$ cat src/rtl/core/fptg_pkg.sv
// Shared types and constants of the fractional period tick generator.
// No dependencies; used by the top level, datapath, controller, checker and testbench.
`default_nettype none

package fptg_pkg;

    localparam int unsigned DEF_CLOCK_HZ          = 1000000;
    localparam int unsigned DEF_MAX_PRESCALE_CODE = 15;

    localparam int unsigned RATE_W     = 16;
    localparam int unsigned COMPARE_W  = 8;
    localparam int unsigned PRESCALE_W = 4;
    // Width of the period limit rate * (2^COMPARE_W - 1).
    localparam int unsigned LIM_W      = RATE_W + COMPARE_W;

    localparam logic MODE_RETUNE = 1'b0;
    localparam logic MODE_MATCH  = 1'b1;

    typedef struct packed {
        logic              mode;
        logic [RATE_W-1:0] rate_hz;
        logic              callback_on;
    } req_t;

    typedef struct packed {
        logic [COMPARE_W-1:0]  compare_value;
        logic [PRESCALE_W-1:0] prescale_select;
        logic                  fire;
        logic                  error;
    } rsp_t;

    // Commands from the controller to the datapath.
    typedef struct packed {
        logic match;
        logic reject;
        logic scan_init;
        logic scan_step;
        logic div_init;
        logic div_step;
        logic commit;
    } fptg_cmd_t;

    // Status from the datapath to the controller.
    typedef struct packed {
        logic is_match;
        logic rate_bad;
        logic fits;
        logic at_max;
        logic div_last;
    } fptg_sts_t;

endpackage

`default_nettype wire

$ cat src/rtl/core/fptg_stream_if.sv
// Valid/ready channel carrying one request or response payload.
// The payload type is set by the instantiating scope.
`default_nettype none

interface fptg_stream_if #(
    parameter type T = logic
);
    logic valid;
    logic ready;
    T     data;

    modport source (output valid, output data, input ready);
    modport sink   (input valid, input data, output ready);
endinterface

`default_nettype wire

$ cat src/rtl/core/fractional_period_tick_generator_unit.sv
// A match request's response is valid in the cycle after it is accepted.
// A retune scans the prescaler codes upward from one, at most up to
// MAX_PRESCALE_CODE, then runs the restoring divider over DW = clog2(CLOCK_HZ+1)
// quotient bits and commits. Bad rates are rejected without a scan or a divide.
// Reset is asynchronous: the state clears, prescaler code one, outputs idle.
// Top level of the fractional period tick generator. Depends on fptg_pkg,
// fptg_stream_if, fptg_ctrl and fptg_datapath.
`default_nettype none

module fractional_period_tick_generator_unit
    import fptg_pkg::*;
#(
    parameter int unsigned CLOCK_HZ          = DEF_CLOCK_HZ,
    parameter int unsigned MAX_PRESCALE_CODE = DEF_MAX_PRESCALE_CODE
) (
    input  wire logic     clk,
    input  wire logic     rst_n,
    fptg_stream_if.sink   req,
    fptg_stream_if.source rsp
);

    fptg_cmd_t cmd;
    fptg_sts_t sts;
    rsp_t      rsp_data;
    logic      req_ready;
    logic      rsp_valid;

    fptg_ctrl u_ctrl (
        .clk       (clk),
        .rst_n     (rst_n),
        .req_valid (req.valid),
        .req_ready (req_ready),
        .rsp_valid (rsp_valid),
        .rsp_ready (rsp.ready),
        .sts       (sts),
        .cmd       (cmd)
    );

    fptg_datapath #(
        .CLOCK_HZ          (CLOCK_HZ),
        .MAX_PRESCALE_CODE (MAX_PRESCALE_CODE)
    ) u_datapath (
        .clk      (clk),
        .rst_n    (rst_n),
        .req_data (req.data),
        .cmd      (cmd),
        .sts      (sts),
        .rsp_data (rsp_data)
    );

    assign req.ready = req_ready;
    assign rsp.valid = rsp_valid;
    assign rsp.data  = rsp_data;

endmodule

`default_nettype wire

$ cat src/rtl/core/fptg_datapath.sv
// Datapath of the tick generator: prescaler scan, restoring divider,
// cycle counter and the response register. Depends on fptg_pkg.
`default_nettype none

module fptg_datapath
    import fptg_pkg::*;
#(
    parameter int unsigned CLOCK_HZ          = DEF_CLOCK_HZ,
    parameter int unsigned MAX_PRESCALE_CODE = DEF_MAX_PRESCALE_CODE
) (
    input  wire logic      clk,
    input  wire logic      rst_n,
    input  wire req_t      req_data,
    input  wire fptg_cmd_t cmd,
    output fptg_sts_t      sts,
    output rsp_t           rsp_data
);

    localparam int unsigned DW = $clog2(CLOCK_HZ + 1);
    localparam int unsigned CW = $clog2(DW);
    localparam logic [RATE_W-1:0]     RATE_MAX     = RATE_W'(CLOCK_HZ / 256);
    localparam logic [DW-1:0]         CLOCK_VAL    = DW'(CLOCK_HZ);
    localparam logic [CW-1:0]         DIV_LAST_CNT = CW'(DW - 1);
    localparam logic [PRESCALE_W-1:0] CODE_MAX     = PRESCALE_W'(MAX_PRESCALE_CODE);
    localparam logic [PRESCALE_W-1:0] CODE_FIRST   = PRESCALE_W'(1);

    // Retune working registers.
    logic [RATE_W-1:0]     rate_reg;
    logic                  cb_reg;
    logic [DW-1:0]         div_reg;
    logic [RATE_W-1:0]     rem_reg;
    logic [CW-1:0]         cnt_reg;
    logic [PRESCALE_W-1:0] code_reg;

    // Architectural state.
    logic [RATE_W-1:0]     cycle_count_reg,  cycle_count_next;
    logic [RATE_W-1:0]     cycle_length_reg;
    logic [COMPARE_W-1:0]  low_period_reg;
    logic [RATE_W-1:0]     switch_point_reg;
    logic                  active_reg;
    logic [COMPARE_W-1:0]  compare_reg,      compare_next;
    logic [PRESCALE_W-1:0] prescale_reg;

    rsp_t                  rsp_reg;

    logic [LIM_W-1:0]      lim;
    logic [RATE_W:0]       trial;
    logic [RATE_W:0]       diff;
    logic                  ge;
    logic [RATE_W-1:0]     count_inc;
    logic [COMPARE_W-1:0]  compare_hit;

    // The quotient stays at or below 254 exactly when the dividend is
    // below 255 times the rate.
    assign lim   = (LIM_W'(rate_reg) << COMPARE_W) - LIM_W'(rate_reg);
    assign trial = {rem_reg, div_reg[DW-1]};
    assign ge    = trial >= {1'b0, rate_reg};
    assign diff  = trial - {1'b0, rate_reg};

    always_comb
    begin
        sts.is_match = req_data.mode == MODE_MATCH;
        sts.rate_bad = (req_data.rate_hz == '0) || (req_data.rate_hz > RATE_MAX);
        sts.fits     = LIM_W'(div_reg) < lim;
        sts.at_max   = code_reg >= CODE_MAX;
        sts.div_last = cnt_reg == '0;
    end

    // Match event: switch to the long period at the switch point and back
    // to the short period when the counter wraps.
    always_comb
    begin
        compare_hit = (cycle_count_reg == switch_point_reg)
                    ? low_period_reg + COMPARE_W'(1) : compare_reg;
        count_inc   = cycle_count_reg + RATE_W'(1);
        if (count_inc >= cycle_length_reg)
        begin
            compare_next     = low_period_reg;
            cycle_count_next = '0;
        end
        else
        begin
            compare_next     = compare_hit;
            cycle_count_next = count_inc;
        end
    end

    always_ff @(posedge clk)
    begin
        if (cmd.scan_init)
        begin
            rate_reg <= req_data.rate_hz;
            cb_reg   <= req_data.callback_on;
            div_reg  <= CLOCK_VAL;
            code_reg <= CODE_FIRST;
        end
        else if (cmd.scan_step)
        begin
            div_reg  <= div_reg >> 1;
            code_reg <= code_reg + PRESCALE_W'(1);
        end
        else if (cmd.div_step)
        begin
            div_reg  <= {div_reg[DW-2:0], ge};
        end

        if (cmd.div_init)
        begin
            rem_reg <= '0;
            cnt_reg <= DIV_LAST_CNT;
        end
        else if (cmd.div_step)
        begin
            rem_reg <= ge ? diff[RATE_W-1:0] : trial[RATE_W-1:0];
            cnt_reg <= cnt_reg - CW'(1);
        end

        if (cmd.commit)
        begin
            rsp_reg.compare_value   <= div_reg[COMPARE_W-1:0];
            rsp_reg.prescale_select <= code_reg;
            rsp_reg.fire            <= 1'b0;
            rsp_reg.error           <= 1'b0;
        end
        else if (cmd.reject)
        begin
            rsp_reg.compare_value   <= compare_reg;
            rsp_reg.prescale_select <= prescale_reg;
            rsp_reg.fire            <= 1'b0;
            rsp_reg.error           <= 1'b1;
        end
        else if (cmd.match)
        begin
            rsp_reg.compare_value   <= active_reg ? compare_next : compare_reg;
            rsp_reg.prescale_select <= prescale_reg;
            rsp_reg.fire            <= active_reg;
            rsp_reg.error           <= 1'b0;
        end
    end

    always_ff @(posedge clk or negedge rst_n)
    begin
        if (!rst_n)
        begin
            cycle_count_reg  <= '0;
            cycle_length_reg <= '0;
            low_period_reg   <= '0;
            switch_point_reg <= '0;
            active_reg       <= 1'b0;
            compare_reg      <= '0;
            prescale_reg     <= CODE_FIRST;
        end
        else if (cmd.commit)
        begin
            cycle_count_reg  <= '0;
            cycle_length_reg <= rate_reg;
            low_period_reg   <= div_reg[COMPARE_W-1:0];
            switch_point_reg <= rate_reg - rem_reg;
            active_reg       <= cb_reg;
            compare_reg      <= div_reg[COMPARE_W-1:0];
            prescale_reg     <= code_reg;
        end
        else if (cmd.match && active_reg)
        begin
            cycle_count_reg  <= cycle_count_next;
            compare_reg      <= compare_next;
        end
    end

    assign rsp_data = rsp_reg;

endmodule

`default_nettype wire

$ cat src/rtl/core/fptg_ctrl.sv
// Controller of the tick generator: sequences the prescaler scan and the
// divider and owns the channel handshakes. Depends on fptg_pkg.
`default_nettype none

module fptg_ctrl
    import fptg_pkg::*;
(
    input  wire logic      clk,
    input  wire logic      rst_n,
    input  wire logic      req_valid,
    output logic           req_ready,
    output logic           rsp_valid,
    input  wire logic      rsp_ready,
    input  wire fptg_sts_t sts,
    output fptg_cmd_t      cmd
);

    typedef enum logic [1:0] {
        ST_IDLE,
        ST_SCAN,
        ST_DIVIDE,
        ST_COMMIT
    } state_t;

    state_t state_reg, state_next;
    logic   rsp_valid_reg, rsp_valid_next;
    logic   accept;

    // A request is taken only when the response register is free or
    // drains at the same edge, so every result can be loaded at once.
    assign req_ready = (state_reg == ST_IDLE) && (!rsp_valid_reg || rsp_ready);
    assign accept    = req_valid && req_ready;
    assign rsp_valid = rsp_valid_reg;

    always_comb
    begin
        cmd        = '0;
        state_next = state_reg;
        unique case (state_reg)
            ST_IDLE:
            begin
                if (accept)
                begin
                    if (sts.is_match)
                    begin
                        cmd.match = 1'b1;
                    end
                    else if (sts.rate_bad)
                    begin
                        cmd.reject = 1'b1;
                    end
                    else
                    begin
                        cmd.scan_init = 1'b1;
                        state_next    = ST_SCAN;
                    end
                end
            end
            ST_SCAN:
            begin
                if (sts.fits)
                begin
                    cmd.div_init = 1'b1;
                    state_next   = ST_DIVIDE;
                end
                else if (sts.at_max)
                begin
                    cmd.reject = 1'b1;
                    state_next = ST_IDLE;
                end
                else
                begin
                    cmd.scan_step = 1'b1;
                end
            end
            ST_DIVIDE:
            begin
                cmd.div_step = 1'b1;
                if (sts.div_last)
                begin
                    state_next = ST_COMMIT;
                end
            end
            ST_COMMIT:
            begin
                cmd.commit = 1'b1;
                state_next = ST_IDLE;
            end
            default:
            begin
                state_next = ST_IDLE;
            end
        endcase

        if (cmd.match || cmd.reject || cmd.commit)
        begin
            rsp_valid_next = 1'b1;
        end
        else if (rsp_ready)
        begin
            rsp_valid_next = 1'b0;
        end
        else
        begin
            rsp_valid_next = rsp_valid_reg;
        end
    end

    always_ff @(posedge clk or negedge rst_n)
    begin
        if (!rst_n)
        begin
            state_reg     <= ST_IDLE;
            rsp_valid_reg <= 1'b0;
        end
        else
        begin
            state_reg     <= state_next;
            rsp_valid_reg <= rsp_valid_next;
        end
    end

endmodule

`default_nettype wire

$ cat src/flat_wrapper.sv
// flat-port wrapper written by rule: the top's interface ports become plain ports
module fractional_period_tick_generator_unit_flat import fptg_pkg::*;
#(
    parameter int unsigned CLOCK_HZ          = DEF_CLOCK_HZ,
    parameter int unsigned MAX_PRESCALE_CODE = DEF_MAX_PRESCALE_CODE
)
  (clk, rst_n, req_valid, req_data, req_ready, rsp_valid, rsp_data, rsp_ready);
  fptg_stream_if #(.T(req_t)) req_i ();
  fptg_stream_if #(.T(rsp_t)) rsp_i ();
  input  wire logic clk;
  input  wire logic rst_n;
  input wire logic [$bits(req_i.valid)-1:0] req_valid;
  input wire logic [$bits(req_i.data)-1:0] req_data;
  output wire logic [$bits(req_i.ready)-1:0] req_ready;
  output wire logic [$bits(rsp_i.valid)-1:0] rsp_valid;
  output wire logic [$bits(rsp_i.data)-1:0] rsp_data;
  input wire logic [$bits(rsp_i.ready)-1:0] rsp_ready;
  assign req_i.valid = req_valid;
  assign req_i.data = req_data;
  assign req_ready = req_i.ready;
  assign rsp_valid = rsp_i.valid;
  assign rsp_data = rsp_i.data;
  assign rsp_i.ready = rsp_ready;
  fractional_period_tick_generator_unit #(.CLOCK_HZ(CLOCK_HZ), .MAX_PRESCALE_CODE(MAX_PRESCALE_CODE)) u_core (.clk(clk), .rst_n(rst_n), .req(req_i), .rsp(rsp_i));
endmodule
$ cat config.mk
export PLATFORM = sky130hd
export DESIGN_NAME = fractional_period_tick_generator_unit_flat
export DESIGN_NICKNAME = d
export VERILOG_FILES = /design/src/rtl/core/fptg_pkg.sv /design/src/rtl/core/fptg_stream_if.sv /design/src/rtl/core/fractional_period_tick_generator_unit.sv /design/src/rtl/core/fptg_datapath.sv /design/src/rtl/core/fptg_ctrl.sv /design/src/flat_wrapper.sv
export SDC_FILE = /design/constraint.sdc
export NUM_CORES = 1
export LEC_CHECK = 0
export ABC_AREA = 1
export BUFFER_PORTS_ARGS = -buffer_cell sky130_fd_sc_hd__buf_2
export CAP_MARGIN = 30
export CELL_PAD_IN_SITES_DETAIL_PLACEMENT = 0
export CELL_PAD_IN_SITES_GLOBAL_PLACEMENT = 1
export CORE_ASPECT_RATIO = 0.9
export CORE_MARGIN = 8
export CORE_UTILIZATION = 42
export CTS_CLUSTER_SIZE = 20
export DETAILED_ROUTE_END_ITERATION = 7
export GPL_TIMING_DRIVEN = 0
export PLACE_DENSITY_LB_ADDON = 0.1
export SLEW_MARGIN = 20
export SYNTH_ARGS = -nofsm -noshare
export SYNTH_HDL_FRONTEND = slang
export SYNTH_SLANG_ARGS = --single-unit
$ cat constraint.sdc
create_clock -name clk -period 4.95 [get_ports clk]
set_input_delay 0.2475 -clock clk [delete_from_list [all_inputs] [get_ports clk]]
set_output_delay 0.2475 -clock clk [all_outputs]
set_load 0.02 [all_outputs]
==> results by stage, run 1 <==
Run status:
- The run finished with clean final reports.

Place:
- Including well taps, the total number of placed cells is 1658.
- The HPWL after detailed placement is 22.4 mm.
- Once placement finished, the instance area stood at 10500 um2.
- The count of input and output buffers is 37.
- The final weighted congestion of routability-driven global placement is 0.858.

Power and ir drop:
- The register share of total power is 36.3%.
- Summed over all cells, the static leakage comes to 5.23 nW.
- Net switching is 42.2% of the power.
- For this design the ratio of total power to cell area is 476 nW/um2.
- The combinational power share is 39.2%.
- The maximum vdd ir drop is 202 uV.
- The design internal power is 3.07 mW.
- The net switching power is 2.24 mW.
- The share of total power in the clock network is 24.5%.

Timing:
- The final critical-path share of the clock period is 94.2%.
- The final-report max-slew violation count came to 0.
- The worst-margin pin slew is 0.694 ns.
- The final worst clock skew is 0.0218 ns.
- The tightest slew margin relative to the limit is 53.4%.
- Static timing analysis puts the maximum clock frequency at 214 MHz.
- Setup violations remaining at the end of the flow were counted as 0.
- The minimum clock period is 4.66 ns.
- The final-report hold violation count is 0.
- In the final timing run, aggregate negative setup slack is 0 ns.
- Setup repair after global routing left no endpoint under its margin.

Setup path:
- The critical-path maximum fanout is 12.
- STA classifies the critical path startpoint as a flip-flop.
- STA classifies the critical path endpoint as a flip-flop.
- The number of cells traversed by the worst register-to-register path is 18.
- The endpoint identified for the worst register-to-register timing path is u_core.u_datapath.rsp_data[12].
- The worst register-to-register path has a setup slack of 0.29 ns.
- The startpoint-to-endpoint class of the critical path is flip-flop to flip-flop.
- STA puts the critical path data required time at 5.06 ns.
- The most critical setup path has its startpoint at u_core.u_datapath.rate_reg[1].
- Data on the critical path arrives at its endpoint at 4.78 ns.
- In this run the critical register-to-register path is launched from u_core.u_datapath.rate_reg[1].
- Following the worst setup path forward leads to its endpoint at u_core.u_datapath.rsp_data[12].

Layout:
- Once layout is complete, the cells apart from fillers number 1699.
- The final net count is 1487.
- The storage element area is 3610 um2.
- The final design utilization is 48.0%.
- The growth of design area from synthesis to finish is 12.8%.
- The layout has 2398 filler cells.
- The number of diodes is 0.
- The post-route netlist has 8.95% of its cells at a drive strength greater than 1.
- The final design area excluding fillers is 11100 um2.
- In the final layout, the multi-input gates occupy 5520 um2.
- The register with the most flip-flops in the layout has 20 of them.

Synth:
- Counting flops with an async set or reset pin after synthesis yields a share of 48.6%.
- nand2_1 is the most common cell in the netlist.
- In the synthesized netlist, the number of instances is 1318.
- The flip-flop and latch count after synthesis is 148.
- The average cell area after synthesis is 7.49 um2.
- The number of synthesis warnings is 0.
- Counting flops with a built-in enable in the synthesized netlist gives 29.
- When the netlist entered floorplanning its net count stood at 1421.
- The synthesized netlist occupies a cell area of 9880 um2.
- By count the netlist is led by nand2_1, inv_1, nor2_1, o21ai_0, a21oi_1.
- Among all flip-flop cells after synthesis, the most frequent one is dfrtp_1.
- The unique cell type count in the Yosys netlist is 48.
- The area share of the largest cell type after synthesis is 18.0%.
- The synthesized design spends more area on one cell type than any other, namely dfrtp_1.
- The share of the Yosys chip area taken by registers is 36.6%.
- Sorting the synthesized cells by area gives the leading types as dfrtp_1, nand2_1, ha_1, dfxtp_1, edfxtp_1.

Flow run:
- The max capacitance violation total is 0.

Die:
- The floorplan die height is 161 um.
- The number of placed I/O pins is 38.
- The number of placement rows is 53.
- The region available for standard cell placement spans 23200 um2.
- The die covers 28700 um2.
- For this configuration, the core starts out at a cell density of 42.6%.
- From left edge to right edge, the die measures 178 um.

Drt:
- The routed layout has 8799 vias.
- The number of violations reported at the end of detailed-routing iteration 0 is 603.
- The pre-antenna-repair detailed-routing pass consisted of 6 iterations.
- The routed design has 28.6 mm of wire.
- The mean number of vias per cell is 5.18.
- For this run, design rule violations remaining after detail routing come to 0.
- In the final routed layout, each cell accounts on average for 16.8 um.
- The post-detailed-route count of antenna-violating nets is 0.

Clocking:
- The clock latency at the later pin of the worst-skew pair is 0.44 ns.
- The clock tree buffer depth is 2.
- The tree is rooted in a clkbuf_16.
- The H-tree was split into 4 levels.
- The clock net sink count is 148.
- The CTS tree is yes.
- The TritonCTS buffer count is 17.
- The clock-pin transition on the worst setup and hold timing paths is 0.07 ns.

Global routing:
- The number of antenna violations at the first check in global routing is 0.
- The global-route wire length before repair is 46.6 mm.
- The aggregate global-route resource usage is 20.7%.
- After global routing the overflow that remains totals 0.
- The via count of the first global-routing pass is 8477.
- Entering global routing, the biggest net connects 41 pins.

Min path:
- The worst min-delay path class is input pin to flip-flop.
==> critical path, stage by stage, from the launching register on <==
cell      delay, ns
edfxtp_1       0.57
inv_1          0.31
ha_1           0.24
inv_1          0.08
nor3_1         0.54
nand3_1        0.27
o21bai_1       0.26
xnor2_1        0.15
ha_1           0.24
nand3_1        0.12
inv_1          0.05
a21oi_1        0.17
nand2_1        0.08
a21oi_1        0.35
nor2_8         0.11
nand3_1        0.09
nand2_1        0.08
nor2_1         0.32
nand2_2        0.31
==> per-layer routing <==
| layer | vias up | track usage, % | wire [um] |
|---|---|---|---|
| li1 | 4527 | - | - |
| met1 | 4064 | 29.6 | 14600 |
| met2 | 187 | 31.6 | 12500 |
| met3 | 21 | 3.71 | 1210 |
| met4 | 0 | 5.00 | 355 |
| met5 | - | 0 | 0 |
==> how the worst min path moves through the flow <==
| stage | startpoint | to | slack (ns) | cells after the start |
|---|---|---|---|---|
| floorplan | rst_n | async pin | -0.05 | 0 |
| global placement | req_data[0] | u_core.u_datapath.cb_reg | 0.43 | 1 |
| detailed placement | rst_n | u_core.u_datapath.cycle_count_reg[3] | 0.23 | 1 |
| CTS | req_data[7] | u_core.u_datapath.rate_reg[6] | 0.001 | 1 |
| global route | req_data[7] | u_core.u_datapath.rate_reg[6] | 0.002 | 1 |
| finish | req_data[7] | u_core.u_datapath.rate_reg[6] | 0.02 | 1 |
==> placed cells by master, fill, tap and decap left out, types with 18 or more instances in the layout <==
cell	n
nand2_1	319
inv_1	152
nor2_1	103
o21ai_0	97
a21oi_1	95
ha_1	79
nand3_1	76
dfrtp_1	71
dfxtp_1	47
buf_2	42
xor2_1	39
nand4_1	33
xnor2_1	31
edfxtp_1	29
clkbuf_1	23
nor2_2	18
clkbuf_16	18
==> stage by stage <==
step / worst slack (ns) / power, mW / hold slack, ns
floorplan: 1.43 / 3.40 / -0.0481
global placement: 0.125 / 4.00 / 0.427
detailed placement: 0.172 / 4.03 / 0.233
CTS: 0.143 / 5.35 / 0.00101
global route: 0.0547 / 5.75 / 0.00160
finish: 0.285 / 5.31 / 0.0175
==> area by class of cell <==
type	instances	area share, %
Clock buffer	19	4.07
Tap cell	302	3.39
Buffer	32	1.34
Multi-Input combinational cell	978	49.5
Sequential cell	148	32.4
Clock inverter	13	1.20
Timing Repair Buffer	47	2.67
Inverter	160	5.39
==> repair_timing <==
item | 4_1_cts | 5_1_grt
hold endpoints to repair | 39 | 0
setup buffers | 0 | 0
gates resized for setup | 0 | 1
setup endpoints to repair | 0 | 12
hold buffers | 9 | 0
==> logic make-up after synthesis <==
family                   share of synthesized area (%)
AND/OR/NAND/NOR                                   25.8
AO/OA/AOI/OAI                                     13.3
adder cells (fa/ha/maj)                           10.4
flip-flops                                        36.6
buffers and inverters                             7.57
XOR/XNOR                                          6.21
multiplexers                                     0.101
==> power by group through the flow <==
stage | combinational (mW) | clock, mW | sequential (mW)
finish | 2.08 | 1.30 | 1.93
global route | 2.40 | 1.37 | 1.98
CTS | 2.10 | 1.32 | 1.93
detailed placement | 2.08 | 0 | 1.95
global placement | 2.06 | 0 | 1.95
floorplan | 1.49 | 0 | 1.91
Note: power is estimated with default switching activity, not from simulation.
==> inputs of run 2 (changes only) <==
CTS_CLUSTER_DIAMETER = 40   (was default)
PLACE_DENSITY = 0.84   (was default)
PLACE_DENSITY_LB_ADDON = default   (was 0.1)
clock period = 3.85 ns   (was 4.95 ns; I/O delays follow)
==> run 2 against run 1 <==
Compared with the run above: final cell count up 3.1%; fmax increased by 25%; routed wire length barely moved; sequential power increased by 28%; worst setup slack worse by 0.16 ns; register-to-register slack worse by 0.16 ns; die area unchanged; flip-flop and latch count unchanged; count of clock-buffer cells in the layout is 1 lower; non-clock buffer count up 51; critical path type unchanged; critical endpoint is now u_core.u_datapath.rsp_data[9].
==> results by stage, run 2 (synthesized netlist as in run 1, its figures left out) <==
Power and ir drop:
- The register share of total power is 35.8% (was 36.3%).
- The switching power share of the total was 41.7% (was 42.2%).
- The share of total power in the clock network is 24.2% (was 24.5%).
- The design internal power is 4.04 mW (was 3.07 mW).
- The ratio of total power to cell area is 586 nW/um2 (was 476 nW/um2).
- The net switching power came to 2.89 mW (was 2.24 mW).
- The static leakage power is 5.57 nW (was 5.23 nW).
- The maximum vdd ir drop is 345 uV (was 202 uV).
- The combinational power share is 40.0% (was 39.2%).

Layout:
- The final net count is 1539 (was 1487).
- Top library cells by usage in the layout, fill and taps aside: nand2_1, inv_1, nor2_1 (unchanged).
- The most common cell after layout, fill and taps aside is nand2_1 (unchanged).
- The number of filler instances in the final layout is 2302 (was 2398).
- The share of layout cells above drive strength 1 is 14.6% (was 8.95%).
- The flip-flop count of the largest register after layout was 20 (unchanged).
- The growth of design area from synthesis to finish is 19.7% (was 12.8%).
- The number of diodes is 0 (unchanged).
- The final cell count without fillers is 1751 (was 1699).

Drt:
- The overall via count from detail_route is 9165 (was 8799).
- The final wirelength was 28.6 mm (about the same).
- The mean number of vias per cell is 5.23 (was 5.18).
- The post-detailed-route count of antenna-violating nets is 0 (unchanged).
- The detailed-route wire length per cell is 16.3 um (was 16.8 um).
- The final routed DRC violation total is 0 (unchanged).
- The number of violations reported at the end of detailed-routing iteration 0 came to 533 (was 603).
- The count of TritonRoute iterations in the first routing pass was 5 (was 6).

Setup path:
- The worst endpoint required time is 4.01 ns (was 5.06 ns).
- The reg2reg setup slack is 0.13 ns (was 0.29 ns).
- The nature of the critical path endpoint is a flip-flop (unchanged).
- The startpoint-to-endpoint class of the critical path was flip-flop to flip-flop (unchanged).
- The critical-path maximum fanout was 5 (was 12).
- The startpoint type of the worst setup path is a flip-flop (unchanged).
- The arrival time of data at the critical path endpoint is 3.88 ns (was 4.78 ns).

Timing:
- The number of setup violations in the final report is 0 (unchanged).
- The smallest setup slack after layout is 0.130 ns (was 0.285 ns).
- The fmax is 269 MHz (was 214 MHz).
- The final-report max-slew violation count came to 0 (unchanged).
- The tightest slew margin relative to the limit was 44.9% (was 53.4%).
- The minimum clock period is 3.72 ns (was 4.66 ns).
- The final worst clock skew is 0.00973 ns (was 0.0218 ns).
- RSZ-0062 raised after global routing: yes (was no).
- The final-report hold violation count is 0 (unchanged).
- The worst-margin pin slew is 0.827 ns (was 0.694 ns).
- The final critical-path share of the clock period came to 96.6% (was 94.2%).

Die:
- The area of the core region is 23200 um2 (unchanged).
- The number of placed I/O pins came to 38 (unchanged).
- The die area came to 28700 um2 (unchanged).
- The width of the die is 178 um (unchanged).
- The floorplan die height is 161 um (unchanged).
- The starting utilization of the core area is 42.6% (unchanged).
- The number of placement rows came to 53 (unchanged).

Flow run:
- The max capacitance violation total is 0 (unchanged).

Clocking:
- The TritonCTS buffer count is 17 (unchanged).
- The total number of H-tree levels is 4 (unchanged).
- The clock net sink count is 148 (unchanged).
- The CTS tree is yes (unchanged).
- The clock tree buffer depth is 2 (unchanged).
- The root cell of the clock tree is clkbuf_16 (unchanged).
- The clock latency at the later pin of the worst-skew pair is 0.44 ns (about the same).
- The clock-pin transition on the worst setup and hold timing paths is 0.07 ns (about the same).

Run status:
- Run status: completed (unchanged).

Place:
- The number of placed instances, taps included is 1658 (unchanged).
- The minimum setup slack after placement is -0.787 ns (was 0.172 ns).
- The count of input and output buffers came to 37 (unchanged).
- The HPWL after detailed placement was 21.1 mm (was 22.4 mm).
- The final weighted congestion of routability-driven global placement is 0.910 (was 0.858).

Global routing:
- The largest net degree at the start of global routing was 55 (was 41).
- The aggregate global-route resource usage is 20.0% (was 20.7%).
- The sum of overflow across all layers after global routing came to 0 (unchanged).
- The via count of the first global-routing pass was 8577 (was 8477).
- The global-route wire length before repair is 45.3 mm (was 46.6 mm).
- The number of antenna violations at the first check in global routing is 0 (unchanged).

Min path:
- The worst min-delay path class is input pin to flip-flop (unchanged).
## run 2: changes by cell type in the layout (fill, tap and decap cells not counted), sizes merged
cell | before | now
inv | 167 | 169
nand2 | 325 | 326
buf | 47 | 90
clkinvlp | 0 | 1
bufinv | 0 | 1
clkinv | 6 | 3
dlygate4sd3 | 9 | 18
clkbuf | 42 | 40
## run 2: stage by stage
step	util (%)	setup TNS (ns)	cell area [um2]	power [mW]	hold WS, ns
6_report	50.9	0	11800	6.92	0.0241
3_5_place_dp	45.1	-21.92	10500	5.12	0.0914
2_1_floorplan	-	0	9880	4.37	-0.103
5_1_grt	50.9	-0.316	11800	7.47	0.0370
3_3_place_gp	45.0	-19.76	10400	5.06	0.377
4_1_cts	49.0	0	11400	6.85	0.0157
## run 2: what timing repair did
item / 4_1_cts / 5_1_grt
buffers inserted: 14 / 27
endpoints found under the hold margin: 88 / 0
hold buffers: 18 / 0
resized for setup: 19 / 53
setup endpoints to repair: 77 / 76
cloned: 0 / 2
pin swaps: 0 / 22
## run 2: layer usage
metal,GRT usage [%],up-vias,wire length (um)
li1,-,4626,-
met1,27.4,4282,13500
met2,31.6,218,13000
met3,3.55,39,1500
met4,5.76,0,527
met5,0,-,0
## run 2: worst paths after layout
path                                                 startpoint                                    to  depth (start not counted)
min                                                   rsp_ready               u_core.u_ctrl.rsp_valid                          4
min in group asynchronous                                 rst_n  u_core.u_datapath.cycle_count_reg[3]                          2
max in group asynchronous                                 rst_n     u_core.u_datapath.prescale_reg[0]                          3
max reg2reg                u_core.u_datapath.cycle_count_reg[1]         u_core.u_datapath.rsp_data[9]                         18
min reg2reg                            u_core.u_datapath.cb_reg          u_core.u_datapath.active_reg                          2
max                        u_core.u_datapath.cycle_count_reg[1]         u_core.u_datapath.rsp_data[9]                         18
## run 2: area by class of cell
cell class                      instances  area [um2]  area share, %
Tap cell                              302         378           3.20
Timing Repair Buffer                   98         714           6.04
Multi-Input combinational cell        979        5770           48.8
Buffer                                 32         163           1.38
Clock buffer                           18         439           3.72
Sequential cell                       148        3620           30.6
Inverter                              160         606           5.12
Clock inverter                         14         138           1.16
## run 2: power by group through the flow
| stage | clock network (mW) | logic [mW] | registers [mW] |
|---|---|---|---|
| floorplan | 0 | 1.91 | 2.46 |
| finish | 1.67 | 2.77 | 2.48 |
| global route | 1.76 | 3.16 | 2.54 |
| CTS | 1.71 | 2.67 | 2.47 |
| detailed placement | 0 | 2.62 | 2.50 |
| global placement | 0 | 2.57 | 2.50 |
## run 2: critical path: stages (launching register included)
cell,delay (ns)
dfrtp_1,0.46
ha_2,0.22
nand3_1,0.14
nor3_2,0.25
nand3_2,0.15
nor3_4,0.24
nand4_1,0.15
nor2_1,0.15
xor2_1,0.24
ha_1,0.28
nand4_1,0.17
a21oi_2,0.06
nor2_2,0.17
nand3_4,0.12
buf_6,0.16
o21ai_2,0.16
nand2_1,0.06
o211ai_1,0.10
nand3_1,0.15
==> inputs of run 3 (changes only) <==
PLACE_DENSITY = default   (was 0.84)
PLACE_DENSITY_LB_ADDON = 0.1   (was default)
==> run 3 against run 2 <==
Compared with the run above: global-route usage up 1.1 points; final area down 0.95%; worst hold slack got worse by 0.0028 ns; worst setup slack better by 0.030 ns; critical path type unchanged.
==> results by stage, run 3 (synthesized netlist as in run 1, its figures left out) <==
Run status:
- Run status: completed (unchanged).

Setup path:
- The startpoint-to-endpoint class of the critical path is flip-flop to flip-flop (unchanged).
- The number of cells traversed by the worst register-to-register path came to 19 (was 18).
- The startpoint type of the worst setup path is a flip-flop (unchanged).
- The family with the most delay on the worst path is simple AND/OR/NAND/NOR gates (unchanged).
- The worst flop-to-flop path startpoint is u_core.u_datapath.rate_reg[1] (was u_core.u_datapath.cycle_count_reg[1]).
- The worst endpoint required time is 4.04 ns (was 4.01 ns).
- The nature of the critical path endpoint is a flip-flop (unchanged).
- Cells along the critical path: inv_2 -> ha_1 -> inv_1 -> nor3_4 -> nand3_1 -> o21bai_1 -> xnor2_1 -> ha_1 -> nand3_1 -> inv_1 -> a21oi_2 -> nand2_1 -> a21oi_4 -> nor2_8 -> nand3_1 -> nand2_2 -> nor2_4 -> buf_4 -> o21ai_0 (was ha_2 -> nand3_1 -> nor3_2 -> nand3_2 -> nor3_4 -> nand4_1 -> nor2_1 -> xor2_1 -> ha_1 -> nand4_1 -> a21oi_2 -> nor2_2 -> nand3_4 -> buf_6 -> o21ai_2 -> nand2_1 -> o211ai_1 -> nand3_1).
- The critical-path cell with the highest stage delay was edfxtp_1 (was dfrtp_1).
- The critical-path maximum fanout is 8 (was 5).
- The worst reg2reg path endpoint is u_core.u_datapath.rsp_data[2] (was u_core.u_datapath.rsp_data[9]).
- The reg2reg setup slack is 0.16 ns (was 0.13 ns).
- The number of buffer and inverter stages on the critical path is 4 (was 1).
- The largest stage delay on the critical path is 0.50 ns (was 0.46 ns).
- The arrival time of data at the critical path endpoint is 3.88 ns (about the same).
- The dominant cell type by count on the critical path is nand3_1.

Layout:
- The most common cell after layout, fill and taps aside was nand2_1 (unchanged).
- The final cell count without fillers is 1745 (was 1751).
- Top library cells by usage in the layout, fill and taps aside: nand2_1, inv_1, nor2_1 (unchanged).
- The growth of design area from synthesis to finish came to 18.5% (was 19.7%).
- The area occupied by multi-input gates came to 5680 um2 (was 5770 um2).
- The final net count is 1533 (was 1539).
- The number of diodes is 0 (unchanged).
- The flip-flop count of the largest register after layout is 20 (unchanged).
- The storage element area is 3620 um2 (unchanged).
- The share of layout cells above drive strength 1 is 13.8% (was 14.6%).
- The number of filler instances in the final layout came to 2336 (was 2302).

Timing:
- The final-report hold violation count is 0 (unchanged).
- The minimum clock period is 3.69 ns (was 3.72 ns).
- The number of setup violations in the final report is 0 (unchanged).
- The final critical-path share of the clock period was 95.8% (was 96.6%).
- The setup TNS after final layout is 0 ns (unchanged).
- The final worst clock skew is 0.0188 ns (was 0.00973 ns).
- The worst-margin pin slew is 0.692 ns (was 0.827 ns).
- The smallest setup slack after layout is 0.160 ns (was 0.130 ns).
- The final-report max-slew violation count is 0 (unchanged).
- The tightest slew margin relative to the limit came to 53.9% (was 44.9%).
- The fmax came to 271 MHz (was 269 MHz).

Die:
- The die area is 28700 um2 (unchanged).
- The starting utilization of the core area is 42.6% (unchanged).
- The area of the core region is 23200 um2 (unchanged).
- The number of placement rows is 53 (unchanged).
- The width of the die is 178 um (unchanged).
- The number of placed I/O pins is 38 (unchanged).
- The floorplan die height came to 161 um (unchanged).

Drt:
- The overall via count from detail_route was 8999 (was 9165).
- The count of TritonRoute iterations in the first routing pass is 5 (unchanged).
- The number of violations reported at the end of detailed-routing iteration 0 was 609 (was 533).
- The detailed-route wire length per cell is 16.9 um (was 16.3 um).
- The final routed DRC violation total was 0 (unchanged).
- The post-detailed-route count of antenna-violating nets is 0 (unchanged).
- The final wirelength is 29.5 mm (was 28.6 mm).
- The mean number of vias per cell is 5.16 (was 5.23).

Global routing:
- The sum of overflow across all layers after global routing was 0 (unchanged).
- The largest net degree at the start of global routing is 41 (was 55).
- The number of antenna violations at the first check in global routing is 0 (unchanged).
- The via count of the first global-routing pass is 8576 (was 8577).
- The aggregate global-route resource usage came to 21.1% (was 20.0%).
- The global-route wire length before repair is 47.3 mm (was 45.3 mm).

Clocking:
- The clock latency at the later pin of the worst-skew pair came to 0.44 ns (about the same).
- The TritonCTS buffer count was 17 (unchanged).
- The clock tree buffer depth came to 2 (unchanged).
- The total number of H-tree levels is 4 (unchanged).
- The CTS tree was yes (unchanged).
- The root cell of the clock tree is clkbuf_16 (unchanged).
- The clock-pin transition on the worst setup and hold timing paths was 0.07 ns (about the same).
- The clock net sink count is 148 (unchanged).

Power and ir drop:
- The static leakage power was 5.51 nW (was 5.57 nW).
- The total design power is 6.91 mW (was 6.92 mW).
- The maximum vdd ir drop is 259 uV (was 345 uV).
- The ratio of total power to cell area is 590 nW/um2 (was 586 nW/um2).

Place:
- The minimum setup slack after placement is -0.928 ns (was -0.787 ns).
- The number of placed instances, taps included came to 1658 (unchanged).
- The count of input and output buffers is 37 (unchanged).
- The final weighted congestion of routability-driven global placement is 0.858 (was 0.910).
- The HPWL after detailed placement came to 22.4 mm (was 21.1 mm).

Min path:
- The startpoint of the lowest-slack hold path is rsp_ready (unchanged).
- The worst min-delay path class is input pin to flip-flop (unchanged).
- The worst hold path stage count came to 4 (unchanged).
- The capture endpoint of the worst hold path is u_core.u_ctrl.rsp_valid (unchanged).

Flow run:
- The max capacitance violation total is 0 (unchanged).
-- run 3: per-stage QoR --
stage | utilization, % | hold slack, ns | cell area (um2)
2_1_floorplan | - | -0.103 | 9880
3_3_place_gp | 45.0 | 0.372 | 10400
3_5_place_dp | 45.1 | 0.178 | 10500
4_1_cts | 48.9 | 0.0197 | 11400
5_1_grt | 50.4 | 0.0466 | 11700
6_report | 50.4 | 0.0213 | 11700
-- run 3: area by class of cell --
type / instances / area share [%]
well taps: 302 / 3.23
clock buffers: 19 / 3.88
inverters: 160 / 5.22
flip-flops and latches: 148 / 30.9
clock inverters: 13 / 1.14
repair buffers: 93 / 5.69
plain buffers: 32 / 1.44
multi-input cells: 978 / 48.5
-- run 3: tightest hold or removal path, stage by stage --
cell,delay [ns]
buf_2,0.07
inv_1,0.04
nand2_1,0.05
nand3_1,0.06
-- run 3: how the worst max path moves through the flow --
| stage | startpoint | end | slack, ns | cells after the start |
|---|---|---|---|---|
| 2_1_floorplan | u_core.u_datapath.rate_reg[1] | u_core.u_datapath.rsp_data[10] | 0.33 | 18 |
| 3_3_place_gp | u_core.u_datapath.rate_reg[1] | u_core.u_datapath.rsp_data[12] | -0.97 | 18 |
| 3_5_place_dp | u_core.u_datapath.rate_reg[1] | u_core.u_datapath.rsp_data[12] | -0.93 | 18 |
| 4_1_cts | u_core.u_datapath.cycle_count_reg[2] | u_core.u_datapath.rsp_data[9] | 0.009 | 20 |
| 5_1_grt | u_core.u_datapath.cycle_count_reg[0] | u_core.u_datapath.rsp_data[6] | -0.03 | 21 |
| 6_report | u_core.u_datapath.rate_reg[1] | u_core.u_datapath.rsp_data[2] | 0.16 | 19 |
-- run 3: what timing repair did --
action / CTS / global route
resized for setup: 20 / 43
buffers inserted: 11 / 26
pin swaps: 1 / 10
endpoints found under the setup margin: 84 / 76
endpoints found under the hold margin: 48 / 0
hold buffers: 18 / 0
-- run 3: where the power goes --
group	total, mW	switching [mW]	internal [mW]
combinational	2.77	1.75	1.02
clock	1.67	0.767	0.899
sequential	2.47	0.392	2.08
total	6.91	2.91	4.00
-- run 3: routing by layer --
| metal | vias up | GRT usage, % | wire, um |
|---|---|---|---|
| met2 | 203 | 33.0 | 13300 |
| met1 | 4166 | 29.7 | 14500 |
| met3 | 21 | 3.94 | 1400 |
| li1 | 4609 | - | - |
| met5 | - | 0 | 0 |
| met4 | 0 | 4.35 | 336 |
